--- src/rtl/core/mcfe_pkg.sv ---
// ============================================================================
// mcfe_pkg - motor command frame encoder shared definitions
// Stream layouts, quantiser constants, reciprocals and float helpers.
// ============================================================================
`default_nettype none

package mcfe_pkg;

    // Pipeline depth: input register, three work stages, output register
    localparam int NUM_STAGES = 5;

    // Mode codes (anything else is MIT mode)
    localparam logic [1:0] MODE_POS_VEL = 2'd1;
    localparam logic [1:0] MODE_VEL     = 2'd2;

    // CAN identifier offsets
    localparam logic [9:0] PV_OFFSET = 10'h100;
    localparam logic [9:0] V_OFFSET  = 10'h200;

    // Input stream layout
    localparam int IN_TDATA_W = 152;
    localparam int IN_TUSER_W = 2;
    localparam int IN_ID_LSB  = 0;
    localparam int IN_POS_LSB = 8;
    localparam int IN_VEL_LSB = 40;
    localparam int IN_KP_LSB  = 72;
    localparam int IN_KD_LSB  = 97;
    localparam int IN_TQ_LSB  = 116;
    localparam int KP_W       = 25;
    localparam int KD_W       = 19;

    // Output stream layout
    localparam int OUT_TDATA_W = 80;
    localparam int OUT_FID_W   = 10;
    localparam int OUT_BYTES   = 8;

    // Clamp limits in Q16 and offset-binary ranges
    localparam logic signed [31:0] POS_LIM   = 32'sd819200;
    localparam logic signed [31:0] POS_LIM_N = -32'sd819200;
    localparam logic        [20:0] POS_UMAX  = 21'd1638400;
    localparam logic        [20:0] POS_OFS   = 21'd819200;
    localparam logic signed [31:0] VEL_LIM   = 32'sd2949120;
    localparam logic signed [31:0] VEL_LIM_N = -32'sd2949120;
    localparam logic        [22:0] VEL_UMAX  = 23'd5898240;
    localparam logic        [22:0] VEL_OFS   = 23'd2949120;
    localparam logic signed [31:0] TQ_LIM    = 32'sd655360;
    localparam logic signed [31:0] TQ_LIM_N  = -32'sd655360;
    localparam logic        [20:0] TQ_UMAX   = 21'd1310720;
    localparam logic        [20:0] TQ_OFS    = 21'd655360;

    // Divisors left after the scale by 2^16, and floor(2^32 / divisor)
    localparam int unsigned POS_DIV = 25;
    localparam int unsigned VEL_DIV = 90;
    localparam int unsigned TQ_DIV  = 20;
    localparam int unsigned KP_DIV  = 500;
    localparam int unsigned KD_DIV  = 5;
    localparam logic [27:0] POS_RECIP = 28'd171798691;
    localparam logic [25:0] VEL_RECIP = 26'd47721858;
    localparam logic [27:0] TQ_RECIP  = 28'd214748364;
    localparam logic [23:0] KP_RECIP  = 24'd8589934;
    localparam logic [29:0] KD_RECIP  = 30'd858993459;

    localparam logic [11:0] CODE12_MAX = 12'd4095;
    localparam logic [7:0]  F32_EXP_BASE = 8'd111;

    // Float conversion pipeline contents
    typedef struct packed {
        logic        sign;
        logic [31:0] mag;
    } t_f32_mag;

    typedef struct packed {
        logic        sign;
        logic        zero;
        logic [31:0] mag;
        logic [4:0]  msb;
    } t_f32_lzc;

    typedef struct packed {
        logic        sign;
        logic        zero;
        logic [7:0]  expo;
        logic [31:0] norm;
    } t_f32_norm;

    // Index of the highest set bit (zero for a zero word)
    function automatic logic [4:0] f_msb_index(input logic [31:0] v);
        logic [4:0] idx;
        idx = '0;
        for (int i = 0; i < 32; i++) begin
            if (v[i]) begin
                idx = 5'(i);
            end
        end
        return idx;
    endfunction

    // Signed Q16 to magnitude and sign
    function automatic t_f32_mag f_f32_mag(input logic [31:0] v);
        t_f32_mag m;
        m.sign = v[31];
        m.mag  = v[31] ? (~v + 32'd1) : v;
        return m;
    endfunction

    // Round a normalised word to single precision, nearest even
    function automatic logic [31:0] f_f32_round(input t_f32_norm a);
        logic        up;
        logic [24:0] m;
        logic [7:0]  e;
        up = a.norm[7] & ((|a.norm[6:0]) | a.norm[8]);
        m  = {1'b0, a.norm[31:8]} + 25'(up);
        e  = a.expo + 8'(m[24]);
        return a.zero ? 32'd0 : {a.sign, e, m[22:0]};
    endfunction

endpackage

`default_nettype wire

--- src/rtl/core/motor_command_frame_encoder.sv ---
// ============================================================================
// motor_command_frame_encoder - motor command to CAN frame
// Quantises and packs MIT-mode commands, or converts position/velocity
// to single precision, and emits the identifier and eight payload bytes.
// ============================================================================
// Throughput: one item per cycle while the output is not stalled; five
// registered stages, each with its own valid bit, so bubbles close up and
// input is taken while a result waits.
// The per-stage ready chain from the output register sets the stall path.
// Reset (i_rst_n low, synchronous) empties the pipeline by clearing only the valid bits.
`default_nettype none

module motor_command_frame_encoder (
    input  logic                              i_clk,
    input  logic                              i_rst_n,
    input  logic                              i_s_axis_tvalid,
    output logic                              o_s_axis_tready,
    // motor_id[7:0], position[39:8], velocity[71:40], stiffness_gain[96:72],
    // damping_gain[115:97], torque[147:116], zero pad
    input  logic [mcfe_pkg::IN_TDATA_W-1:0]   i_s_axis_tdata,
    // mode[1:0]
    input  logic [mcfe_pkg::IN_TUSER_W-1:0]   i_s_axis_tuser,
    output logic                              o_m_axis_tvalid,
    input  logic                              i_m_axis_tready,
    // frame_identifier[9:0], byte0[17:10] .. byte7[73:66], zero pad
    output logic [mcfe_pkg::OUT_TDATA_W-1:0]  o_m_axis_tdata
);
    import mcfe_pkg::*;

    localparam int LAST = NUM_STAGES - 1;

    // ------------------------------------------------------------------
    // Handshake: each stage loads when empty or when the next one loads
    // ------------------------------------------------------------------
    logic [NUM_STAGES-1:0] stage_rdy;
    logic [NUM_STAGES-1:0] r_vld;

    always_comb begin
        stage_rdy[LAST] = !r_vld[LAST] || i_m_axis_tready;
        for (int k = LAST - 1; k >= 0; k--) begin
            stage_rdy[k] = !r_vld[k] || stage_rdy[k+1];
        end
    end

    always_ff @(posedge i_clk) begin
        if (!i_rst_n) begin
            r_vld <= '0;
        end else begin
            if (stage_rdy[0]) begin
                r_vld[0] <= i_s_axis_tvalid;
            end
            for (int k = 1; k < NUM_STAGES; k++) begin
                if (stage_rdy[k]) begin
                    r_vld[k] <= r_vld[k-1];
                end
            end
        end
    end

    assign o_s_axis_tready = stage_rdy[0];
    assign o_m_axis_tvalid = r_vld[LAST];

    // ------------------------------------------------------------------
    // Stage 0: input register
    // ------------------------------------------------------------------
    logic [7:0]         r_s0_id;
    logic [1:0]         r_s0_mode;
    logic signed [31:0] r_s0_pos;
    logic signed [31:0] r_s0_vel;
    logic [KP_W-1:0]    r_s0_kp;
    logic [KD_W-1:0]    r_s0_kd;
    logic signed [31:0] r_s0_tq;

    always_ff @(posedge i_clk) begin
        if (stage_rdy[0]) begin
            r_s0_id   <= i_s_axis_tdata[IN_ID_LSB +: 8];
            r_s0_mode <= i_s_axis_tuser[1:0];
            r_s0_pos  <= i_s_axis_tdata[IN_POS_LSB +: 32];
            r_s0_vel  <= i_s_axis_tdata[IN_VEL_LSB +: 32];
            r_s0_kp   <= i_s_axis_tdata[IN_KP_LSB +: KP_W];
            r_s0_kd   <= i_s_axis_tdata[IN_KD_LSB +: KD_W];
            r_s0_tq   <= i_s_axis_tdata[IN_TQ_LSB +: 32];
        end
    end

    // ------------------------------------------------------------------
    // Stage 1: clamp to offset binary, float magnitudes
    // ------------------------------------------------------------------
    logic [20:0] n_s1_u_pos;
    logic [22:0] n_s1_u_vel;
    logic [20:0] n_s1_u_tq;

    always_comb begin
        if (r_s0_pos > POS_LIM) begin
            n_s1_u_pos = POS_UMAX;
        end else if (r_s0_pos < POS_LIM_N) begin
            n_s1_u_pos = '0;
        end else begin
            n_s1_u_pos = r_s0_pos[20:0] + POS_OFS;
        end

        if (r_s0_vel > VEL_LIM) begin
            n_s1_u_vel = VEL_UMAX;
        end else if (r_s0_vel < VEL_LIM_N) begin
            n_s1_u_vel = '0;
        end else begin
            n_s1_u_vel = r_s0_vel[22:0] + VEL_OFS;
        end

        if (r_s0_tq > TQ_LIM) begin
            n_s1_u_tq = TQ_UMAX;
        end else if (r_s0_tq < TQ_LIM_N) begin
            n_s1_u_tq = '0;
        end else begin
            n_s1_u_tq = r_s0_tq[20:0] + TQ_OFS;
        end
    end

    logic [7:0]      r_s1_id;
    logic [1:0]      r_s1_mode;
    logic [20:0]     r_s1_u_pos;
    logic [22:0]     r_s1_u_vel;
    logic [20:0]     r_s1_u_tq;
    logic [KP_W-1:0] r_s1_kp;
    logic [KD_W-1:0] r_s1_kd;
    t_f32_mag        r_s1_fp;
    t_f32_mag        r_s1_fv;

    always_ff @(posedge i_clk) begin
        if (stage_rdy[1]) begin
            r_s1_id    <= r_s0_id;
            r_s1_mode  <= r_s0_mode;
            r_s1_u_pos <= n_s1_u_pos;
            r_s1_u_vel <= n_s1_u_vel;
            r_s1_u_tq  <= n_s1_u_tq;
            r_s1_kp    <= r_s0_kp;
            r_s1_kd    <= r_s0_kd;
            r_s1_fp    <= f_f32_mag(r_s0_pos);
            r_s1_fv    <= f_f32_mag(r_s0_vel);
        end
    end

    // ------------------------------------------------------------------
    // Stage 2: scale by the code range and drop 16 fraction bits,
    // leading-one search for the float paths
    // ------------------------------------------------------------------
    logic [36:0] n_s2_t_pos;
    logic [34:0] n_s2_t_vel;
    logic [32:0] n_s2_t_tq;
    logic [36:0] n_s2_t_kp;
    logic [30:0] n_s2_t_kd;
    t_f32_lzc    n_s2_fp;
    t_f32_lzc    n_s2_fv;

    always_comb begin
        // x * 65535 and x * 4095 as shift and subtract
        n_s2_t_pos = {r_s1_u_pos, 16'd0} - 37'(r_s1_u_pos);
        n_s2_t_vel = {r_s1_u_vel, 12'd0} - 35'(r_s1_u_vel);
        n_s2_t_tq  = {r_s1_u_tq, 12'd0} - 33'(r_s1_u_tq);
        n_s2_t_kp  = {r_s1_kp, 12'd0} - 37'(r_s1_kp);
        n_s2_t_kd  = {r_s1_kd, 12'd0} - 31'(r_s1_kd);

        n_s2_fp.sign = r_s1_fp.sign;
        n_s2_fp.zero = (r_s1_fp.mag == 32'd0);
        n_s2_fp.mag  = r_s1_fp.mag;
        n_s2_fp.msb  = f_msb_index(r_s1_fp.mag);
        n_s2_fv.sign = r_s1_fv.sign;
        n_s2_fv.zero = (r_s1_fv.mag == 32'd0);
        n_s2_fv.mag  = r_s1_fv.mag;
        n_s2_fv.msb  = f_msb_index(r_s1_fv.mag);
    end

    logic [7:0]  r_s2_id;
    logic [1:0]  r_s2_mode;
    logic [20:0] r_s2_w_pos;
    logic [18:0] r_s2_w_vel;
    logic [16:0] r_s2_w_tq;
    logic [20:0] r_s2_w_kp;
    logic [14:0] r_s2_w_kd;
    t_f32_lzc    r_s2_fp;
    t_f32_lzc    r_s2_fv;

    always_ff @(posedge i_clk) begin
        if (stage_rdy[2]) begin
            r_s2_id    <= r_s1_id;
            r_s2_mode  <= r_s1_mode;
            r_s2_w_pos <= n_s2_t_pos[36:16];
            r_s2_w_vel <= n_s2_t_vel[34:16];
            r_s2_w_tq  <= n_s2_t_tq[32:16];
            r_s2_w_kp  <= n_s2_t_kp[36:16];
            r_s2_w_kd  <= n_s2_t_kd[30:16];
            r_s2_fp    <= n_s2_fp;
            r_s2_fv    <= n_s2_fv;
        end
    end

    // ------------------------------------------------------------------
    // Stage 3: quotient estimate by reciprocal, normalising shift
    // ------------------------------------------------------------------
    logic [48:0] n_s3_p_pos;
    logic [44:0] n_s3_p_vel;
    logic [44:0] n_s3_p_tq;
    logic [44:0] n_s3_p_kp;
    logic [44:0] n_s3_p_kd;
    t_f32_norm   n_s3_fp;
    t_f32_norm   n_s3_fv;

    always_comb begin
        n_s3_p_pos = 49'(r_s2_w_pos) * 49'(POS_RECIP);
        n_s3_p_vel = 45'(r_s2_w_vel) * 45'(VEL_RECIP);
        n_s3_p_tq  = 45'(r_s2_w_tq) * 45'(TQ_RECIP);
        n_s3_p_kp  = 45'(r_s2_w_kp) * 45'(KP_RECIP);
        n_s3_p_kd  = 45'(r_s2_w_kd) * 45'(KD_RECIP);

        n_s3_fp.sign = r_s2_fp.sign;
        n_s3_fp.zero = r_s2_fp.zero;
        n_s3_fp.expo = 8'(r_s2_fp.msb) + F32_EXP_BASE;
        n_s3_fp.norm = r_s2_fp.mag << (5'd31 - r_s2_fp.msb);
        n_s3_fv.sign = r_s2_fv.sign;
        n_s3_fv.zero = r_s2_fv.zero;
        n_s3_fv.expo = 8'(r_s2_fv.msb) + F32_EXP_BASE;
        n_s3_fv.norm = r_s2_fv.mag << (5'd31 - r_s2_fv.msb);
    end

    logic [7:0]  r_s3_id;
    logic [1:0]  r_s3_mode;
    logic [20:0] r_s3_w_pos;
    logic [18:0] r_s3_w_vel;
    logic [16:0] r_s3_w_tq;
    logic [20:0] r_s3_w_kp;
    logic [14:0] r_s3_w_kd;
    logic [15:0] r_s3_q_pos;
    logic [11:0] r_s3_q_vel;
    logic [11:0] r_s3_q_tq;
    logic [12:0] r_s3_q_kp;
    logic [12:0] r_s3_q_kd;
    t_f32_norm   r_s3_fp;
    t_f32_norm   r_s3_fv;

    always_ff @(posedge i_clk) begin
        if (stage_rdy[3]) begin
            r_s3_id    <= r_s2_id;
            r_s3_mode  <= r_s2_mode;
            r_s3_w_pos <= r_s2_w_pos;
            r_s3_w_vel <= r_s2_w_vel;
            r_s3_w_tq  <= r_s2_w_tq;
            r_s3_w_kp  <= r_s2_w_kp;
            r_s3_w_kd  <= r_s2_w_kd;
            r_s3_q_pos <= n_s3_p_pos[47:32];
            r_s3_q_vel <= n_s3_p_vel[43:32];
            r_s3_q_tq  <= n_s3_p_tq[43:32];
            r_s3_q_kp  <= n_s3_p_kp[44:32];
            r_s3_q_kd  <= n_s3_p_kd[44:32];
            r_s3_fp    <= n_s3_fp;
            r_s3_fv    <= n_s3_fv;
        end
    end

    // ------------------------------------------------------------------
    // Stage 4: quotient correction, gain saturation, rounding, packing
    // ------------------------------------------------------------------
    logic [20:0] rem_pos;
    logic [18:0] rem_vel;
    logic [16:0] rem_tq;
    logic [20:0] rem_kp;
    logic [14:0] rem_kd;
    logic [15:0] code_pos;
    logic [11:0] code_vel;
    logic [11:0] code_tq;
    logic [12:0] q_kp;
    logic [12:0] q_kd;
    logic [11:0] code_kp;
    logic [11:0] code_kd;
    logic [31:0] f32_pos;
    logic [31:0] f32_vel;
    logic [OUT_FID_W-1:0] n_fid;
    logic [7:0]  n_byte [OUT_BYTES];

    always_comb begin
        // estimate is exact or one short
        rem_pos = r_s3_w_pos - 21'(21'(r_s3_q_pos) * 21'(POS_DIV));
        rem_vel = r_s3_w_vel - 19'(19'(r_s3_q_vel) * 19'(VEL_DIV));
        rem_tq  = r_s3_w_tq - 17'(17'(r_s3_q_tq) * 17'(TQ_DIV));
        rem_kp  = r_s3_w_kp - 21'(21'(r_s3_q_kp) * 21'(KP_DIV));
        rem_kd  = r_s3_w_kd - 15'(15'(r_s3_q_kd) * 15'(KD_DIV));

        code_pos = (rem_pos >= 21'(POS_DIV)) ? r_s3_q_pos + 16'd1 : r_s3_q_pos;
        code_vel = (rem_vel >= 19'(VEL_DIV)) ? r_s3_q_vel + 12'd1 : r_s3_q_vel;
        code_tq  = (rem_tq >= 17'(TQ_DIV)) ? r_s3_q_tq + 12'd1 : r_s3_q_tq;
        q_kp     = (rem_kp >= 21'(KP_DIV)) ? r_s3_q_kp + 13'd1 : r_s3_q_kp;
        q_kd     = (rem_kd >= 15'(KD_DIV)) ? r_s3_q_kd + 13'd1 : r_s3_q_kd;

        // gains beyond their nominal span saturate
        code_kp = (q_kp > 13'(CODE12_MAX)) ? CODE12_MAX : q_kp[11:0];
        code_kd = (q_kd > 13'(CODE12_MAX)) ? CODE12_MAX : q_kd[11:0];

        f32_pos = f_f32_round(r_s3_fp);
        f32_vel = f_f32_round(r_s3_fv);

        case (r_s3_mode)
            MODE_POS_VEL: begin
                n_fid = 10'(r_s3_id) + PV_OFFSET;
                n_byte[0] = f32_pos[7:0];
                n_byte[1] = f32_pos[15:8];
                n_byte[2] = f32_pos[23:16];
                n_byte[3] = f32_pos[31:24];
                n_byte[4] = f32_vel[7:0];
                n_byte[5] = f32_vel[15:8];
                n_byte[6] = f32_vel[23:16];
                n_byte[7] = f32_vel[31:24];
            end
            MODE_VEL: begin
                n_fid = 10'(r_s3_id) + V_OFFSET;
                n_byte[0] = f32_vel[7:0];
                n_byte[1] = f32_vel[15:8];
                n_byte[2] = f32_vel[23:16];
                n_byte[3] = f32_vel[31:24];
                n_byte[4] = 8'd0;
                n_byte[5] = 8'd0;
                n_byte[6] = 8'd0;
                n_byte[7] = 8'd0;
            end
            default: begin
                // MIT frame, codes packed big-endian
                n_fid = 10'(r_s3_id);
                n_byte[0] = code_pos[15:8];
                n_byte[1] = code_pos[7:0];
                n_byte[2] = code_vel[11:4];
                n_byte[3] = {code_vel[3:0], code_kp[11:8]};
                n_byte[4] = code_kp[7:0];
                n_byte[5] = code_kd[11:4];
                n_byte[6] = {code_kd[3:0], code_tq[11:8]};
                n_byte[7] = code_tq[7:0];
            end
        endcase
    end

    logic [OUT_FID_W-1:0] r_out_fid;
    logic [7:0]           r_out_byte [OUT_BYTES];

    always_ff @(posedge i_clk) begin
        if (stage_rdy[LAST]) begin
            r_out_fid <= n_fid;
            for (int b = 0; b < OUT_BYTES; b++) begin
                r_out_byte[b] <= n_byte[b];
            end
        end
    end

    assign o_m_axis_tdata = {
        (OUT_TDATA_W - OUT_FID_W - 8 * OUT_BYTES)'(0),
        r_out_byte[7], r_out_byte[6], r_out_byte[5], r_out_byte[4],
        r_out_byte[3], r_out_byte[2], r_out_byte[1], r_out_byte[0],
        r_out_fid
    };

`ifndef SYNTH
    // pipeline is empty after reset
    a_reset_empty: assert property (@(posedge i_clk) !i_rst_n |=> !o_m_axis_tvalid)
        else $error("result valid straight after reset");

    // an empty output register must leave the input open
    a_ready_when_empty: assert property (@(posedge i_clk) disable iff (!i_rst_n)
        !o_m_axis_tvalid |-> o_s_axis_tready)
        else $error("input stalled with empty output register");

    // reciprocal estimates are never more than one short
    a_recip_pos: assert property (@(posedge i_clk) disable iff (!i_rst_n)
        r_vld[3] |-> (rem_pos < 21'(2 * POS_DIV)))
        else $error("position quotient estimate off by more than one");

    a_recip_vel: assert property (@(posedge i_clk) disable iff (!i_rst_n)
        r_vld[3] |-> (rem_vel < 19'(2 * VEL_DIV)))
        else $error("velocity quotient estimate off by more than one");

    // a non-zero value must arrive normalised at the rounding step
    a_norm_pos: assert property (@(posedge i_clk) disable iff (!i_rst_n)
        (r_vld[3] && !r_s3_fp.zero) |-> r_s3_fp.norm[31])
        else $error("position float not normalised");

    // velocity frames carry nothing in the upper half of the payload
    a_vel_upper_zero: assert property (@(posedge i_clk) disable iff (!i_rst_n)
        (o_m_axis_tvalid && (r_out_fid[9:8] == V_OFFSET[9:8]))
        |-> (o_m_axis_tdata[73:42] == 32'd0))
        else $error("velocity frame with non-zero upper payload");
`endif

endmodule

`default_nettype wire

--- config.mk ---
export PLATFORM = sky130hd
export DESIGN_NAME = motor_command_frame_encoder
export DESIGN_NICKNAME = d
export VERILOG_FILES = /design/src/rtl/core/mcfe_pkg.sv /design/src/rtl/core/motor_command_frame_encoder.sv
export SDC_FILE = /design/constraint.sdc
export NUM_CORES = 2
export LEC_CHECK = 0
export BUFFER_PORTS_ARGS = -buffer_cell sky130_fd_sc_hd__buf_2
export CORE_ASPECT_RATIO = 1.75
export CORE_UTILIZATION = 60
export CTS_BUF_LIST = sky130_fd_sc_hd__clkbuf_2 sky130_fd_sc_hd__clkbuf_4 sky130_fd_sc_hd__clkbuf_8
export CTS_CLUSTER_SIZE = 30
export DETAILED_ROUTE_END_ITERATION = 16
export PLACE_DENSITY_LB_ADDON = 0.08
export SLEW_MARGIN = 20
export SYNTH_ARGS = -nofsm -noshare
export SYNTH_HDL_FRONTEND = slang
export SYNTH_SLANG_ARGS = --single-unit
--- constraint.sdc ---
create_clock -name i_clk -period 9.3 [get_ports i_clk]
set_clock_uncertainty 0.2 [all_clocks]
set_input_delay 0.93 -clock i_clk [delete_from_list [all_inputs] [get_ports i_clk]]
set_output_delay 0.93 -clock i_clk [all_outputs]
set_load 0.005 [all_outputs]
After elaboration in Yosys (flattened, before gate mapping)
Memory sizes are Yosys's and may differ from the RTL's.
Cells that the tools add are included.
{"block": "word_totals", "ff_bits": 784, "ramBits": 64, "input_bits": 158, "wordCells": 239, "n_memories": 1}
{"memory": "r_out_byte", "depth": 8, "width": 8, "read_ports": 8, "rd_clocked_by_memory_dff": 0, "write_ports": 8, "line": "motor_command_frame_encoder.sv:339", "source": "logic [7:0] r_out_byte [OUT_BYTES];"}
{"block": "op_classes", "addsub": 30, "multipliers": 10, "order_cmp": 13, "n_eq_ne": 2, "shift": 2, "n_mux": 78, "n_bitwise": 6, "n_reduce_logical": 25}
{"cell": "2-to-1 mux 5 bit", "n": 28}
{"cell": "one-hot mux 64 bit (2 select lines)", "n": 1}
{"cell": "adder 32 x 1 -> 32 bit (second input constant)", "n": 2}
{"cell": "> comparator 32 x 21 -> 1 bit (second input constant)", "n": 2}
{"cell": "zero test 32 bit", "n": 2}
{"cell": "< comparator 32 x 21 -> 1 bit (second input constant)", "n": 2}
{"cell": "2-to-1 mux 32 bit", "n": 2}
{"cell": "2-to-1 mux 4 bit", "n": 16}
{"cell": "NOT 32 bit", "n": 2}
{"cell": "left shift 32 x 5 -> 32 bit", "n": 2}
{"cell": "2-to-1 mux 31 bit", "n": 2}
{"cell": "adder 24 x 1 -> 25 bit", "n": 2}
{"cell": "multiplier 21 x 28 -> 48 bit (second input constant)", "n": 1}
{"cell": "2-to-1 mux 12 bit", "n": 4}
{"cell": "multiplier 15 x 30 -> 45 bit (second input constant)", "n": 1}
{"cell": "multiplier 21 x 23 -> 44 bit (second input constant)", "n": 1}
{"cell": "multiplier 19 x 25 -> 43 bit (second input constant)", "n": 1}
{"cell": "adder 21 x 20 -> 21 bit (second input constant)", "n": 2}
{"cell": "multiplier 17 x 26 -> 42 bit (second input constant)", "n": 1}
{"cell": "2-to-1 mux 21 bit", "n": 2}
{"cell": "subtractor 21 bit", "n": 2}
{"cell": "subtractor 37 x 21 -> 37 bit", "n": 1}
{"cell": "subtractor 37 x 25 -> 37 bit", "n": 1}
{"cell": "subtractor 35 x 23 -> 35 bit", "n": 1}
{"cell": "45 further kinds", "n": 85}

Longest topological paths before layout
{"block": "depth", "depth_word": 30, "mapped_depth": 28, "ltp_nobuf": 28}

Worst setup path after synthesis
Ideal clock, no wire load.
{"block": "synth_timing", "path_type": "register to register", "startpoint": "register r_s3_q_kp[0]", "endpoint": "memory r_out_byte[3][3], in the netlist r_out_byte[0][27] (data pin)", "setup_time_ns": 0.152, "arrival_ns": 7.182, "required_ns": 8.948, "path_slack_ns": 1.766, "stages_incl_launch_ff": 26, "period_less_slack_ns": 7.534, "cell_sequence": "edfxtp_1 > fa_1 > fa_1 > inv_1 > fa_1 > fa_1 > inv_1 > ha_1 > o21ai_0 > a21oi_1 > o21ai_0 > a21boi_0 > o21ai_0 > a21oi_1 > o211ai_1 > or4b_2 > o311a_1 > ha_1 > inv_1 > a2111oi_0 > o2111ai_1 > or4_4 > a2111o_1 > o31ai_1 > mux2_2 > a31oi_1"}
{"element": "from (decl)", "line": "motor_command_frame_encoder.sv:235", "source": "logic [12:0] r_s3_q_kp;"}
{"element": "from (signal assigned)", "line": "motor_command_frame_encoder.sv:252", "source": "r_s3_q_kp <= n_s3_p_kp[44:32];"}
{"element": "to (decl)", "line": "motor_command_frame_encoder.sv:339"}

==> results.cfg <==
[global_route]
grt_pass1_wl_um = 289000
antenna_found_initial = 17
grt_pass1_vias = 53524
gr-usage-all-layers_pct = 30.6
grt-busiest-layer = met2
grt_use_met2_pct = 57.2
met1_usage_pct = 32.3
overflow = 0
grt_max_degree = 107
use_met3_pct = 4.21

[floorplan]
io_pins = 240
placementRows = 170
die_area_sq_um = 125000
die_y_um = 468
die_w_um = 268
start_util_pct = 60.6
core_sq_um = 123000

[worst_setup_path]
worst-endpoint-arrival_ns = 9.25
critPathSlowestCell = a2111oi_0
critPathKind = flip-flop to flip-flop
timing.critical_path.mode_cell = fa_1
r2r_cells = 25
cp.buffers_inverters = 3
rrSetupSlack_ns = 0.47
worstSetupStartpoint = r_s3_q_kp[0]
path_delay_family = compound AO/OA/AOI/OAI gates
reg2reg_to = r_out_byte[1][0]
r2r-start = r_s3_q_kp[0]
required_ns = 9.72
cp-start-kind = flip-flop
end_kind = flip-flop
cp_max_fo = 8
cpPeakStageDelay_ns = 0.67

[logic_synthesis]
synthSimpleGateAreaFrac_pct = 9.09
syn_area_per_cell_sq_um = 11.2
synthAdderAreaFrac_pct = 35.3
synth-main-ff-cell = edfxtp_1
synth-edff-count = 838
synthCells = 6658
synth-compound-area-share_pct = 8.45
post_synth_num_cell_types = 94
synth_top_family_by_area = adder cells
synth-seq-cells = 843
synthArstFlopShare_pct = 0
synth.area.mux_share_pct = 2.31
netlist_area_sq_um = 74400
ys_warn_count = 0
synth-seq-area-share_pct = 34.0
synth-xor-area-share_pct = 4.10

[cts]
hold_buffers = 124
clock_tree.root_cell = clkbuf_8
cts_tree = built
clkLatencyLatePin_ns = 0.91
clk_path_buf_depth = 3
htree_levels = 3
postCtsSetupBuffers = 0
cts_resized = 0
clk_pin_slew_ns = 0.07
cts_made_buffers = 120
cts.sinks = 843

[sta]
period_needed_ns = 8.83
setup_viol_count_final = 0
tns_ns = 0
drv_slew = 0
finalHoldViolCount = 0
tightest_slew_ns = 1.09
fmax_ghz = 0.113
min_period_over_period_pct = 94.9
max_slew_margin_pct = 27.2
rsz0062_at_grt = false

[detailed_routing]
wl_um = 187000
drt_iter0_markers = 2644
wire_per_inst_um = 21.2
drt_first_pass_iters = 6
drc_errors = 0
vias = 50785
viasPerCell = 5.77
postRouteAntennaNets = 0

[flow_run]
max-cap-violations = 0

[final_layout]
drive_gt1_share_pct = 8.16
finalNetCount = 8939
syn_to_final_growth_pct = 9.47
final_cell_mix = inv_1, ha_1, edfxtp_1
fillerInstances = 9587
layout_commonest_cell = inv_1

[place]
dp_hpwl_um = 153000
place.gp.congestion = 0.953
io_buffers = 229

[min_path]
min-delay-start = i_s_axis_tdata[83]
hold_class = input pin to flip-flop
min_to = r_s0_kp[11]
whs_path_depth = 1

[status]
status = finished clean
routing by layer:
layer	vias to the layer above	part of all wire, %
met4	6	6.6
met3	522	5.1
li1	23945	-
met5	-	0.020
met1	24932	35
met2	1380	53
Yosys cell counts (25+ instances only):
master | n | share of area, %
inv_1 | 1215 | 6.1
ha_1 | 1087 | 18
edfxtp_1 | 838 | 34
fa_1 | 634 | 17
nand2_1 | 318 | 1.6
nor2_1 | 297 | 1.5
xnor2_1 | 238 | 2.8
a21oi_1 | 224 | 1.5
o21ai_0 | 216 | 1.5
nor3_1 | 118 | 0.79
nand3_1 | 115 | 0.77
xor2_1 | 110 | 1.3
and3_1 | 86 | 0.72
clkbuf_1 | 85 | 0.43
mux2i_1 | 73 | 0.98
a21o_1 | 65 | 0.66
nand2b_1 | 59 | 0.50
a211oi_1 | 53 | 0.53
and2_1 | 51 | 0.43
nor4_1 | 51 | 0.43
nand4_1 | 50 | 0.42
nor2b_1 | 48 | 0.40
o211ai_1 | 37 | 0.37
or3_1 | 36 | 0.30
o21a_1 | 35 | 0.35
o31ai_1 | 34 | 0.34
a31oi_1 | 31 | 0.26
mux2_2 | 30 | 0.45
mux4_2 | 29 | 0.88
or2_2 | 26 | 0.22
o22ai_1 | 25 | 0.21
state kept, by name, indices dropped and copies added (netlist names), 18 cells and up:
name / count
n_s2_fv: 33
r_s0_kd: 19
r_s1_kd: 19
r_s3_fp: 42
r_s0_pos: 32
r_s2_fv: 37
r_s2_w_vel: 19
r_s1_u_tq: 21
r_s3_w_vel: 18
n_s2_fp: 33
r_s1_u_pos: 21
r_s2_w_pos: 21
r_s3_w_pos: 21
r_out_byte: 64
r_s1_u_vel: 23
r_s1_kp: 25
r_s3_w_kp: 19
r_s0_vel: 32
r_s3_fv: 42
r_s2_fp: 37
r_s0_kp: 25
r_s2_w_kp: 21
r_s0_tq: 32
cell type report:
type / count / area [sq um] / share of cell area [%]
Sequential cell: 843 / 25300 / 31.0
Clock buffer: 156 / 1960 / 2.41
Multi-Input combinational cell: 4494 / 44200 / 54.3
Tap cell: 1634 / 2040 / 2.51
Inverter: 1219 / 4580 / 5.63
Timing Repair Buffer: 382 / 2620 / 3.22
Clock inverter: 65 / 718 / 0.882
Antenna cell: 13 / 32.5 / 0.0400
stage by stage:
stage,hold WS (ns),setup slack [ns],instances,area (sq um),util [%]
global route,0.0301,0.0194,8802,81400,66.3
detailed placement,0.205,0.541,8446,77400,63.1
finish,0.0586,0.470,8806,81400,66.3
CTS,0.00221,0.494,8791,81300,66.3
global placement,0.201,0.602,8446,77400,63.1
floorplan,0.200,1.77,6663,74400,-
cells by family after synthesis:
logic type                 after synthesis
DFF                                    843
adders and majority gates             1721
muxes                                  132
other                                    1
xor gates and xnor gates               348
and+or+nand+nor                       1342
AOI/OAI and AO/OA                      945
buffers and inverters                 1326
worst max-delay path by stage:
stage                             end  depth (start not counted)
floorplan           r_out_byte[0][27]                         25
global placement     r_out_byte[1][0]                         25
detailed placement   r_out_byte[1][0]                         26
CTS                  r_out_byte[1][0]                         25
global route         r_out_byte[1][0]                         26
finish               r_out_byte[1][0]                         25
Power is left out: the tool's default activity adds up to more than one toggle a clock period on the data nets, which glitch-free logic cannot reach.
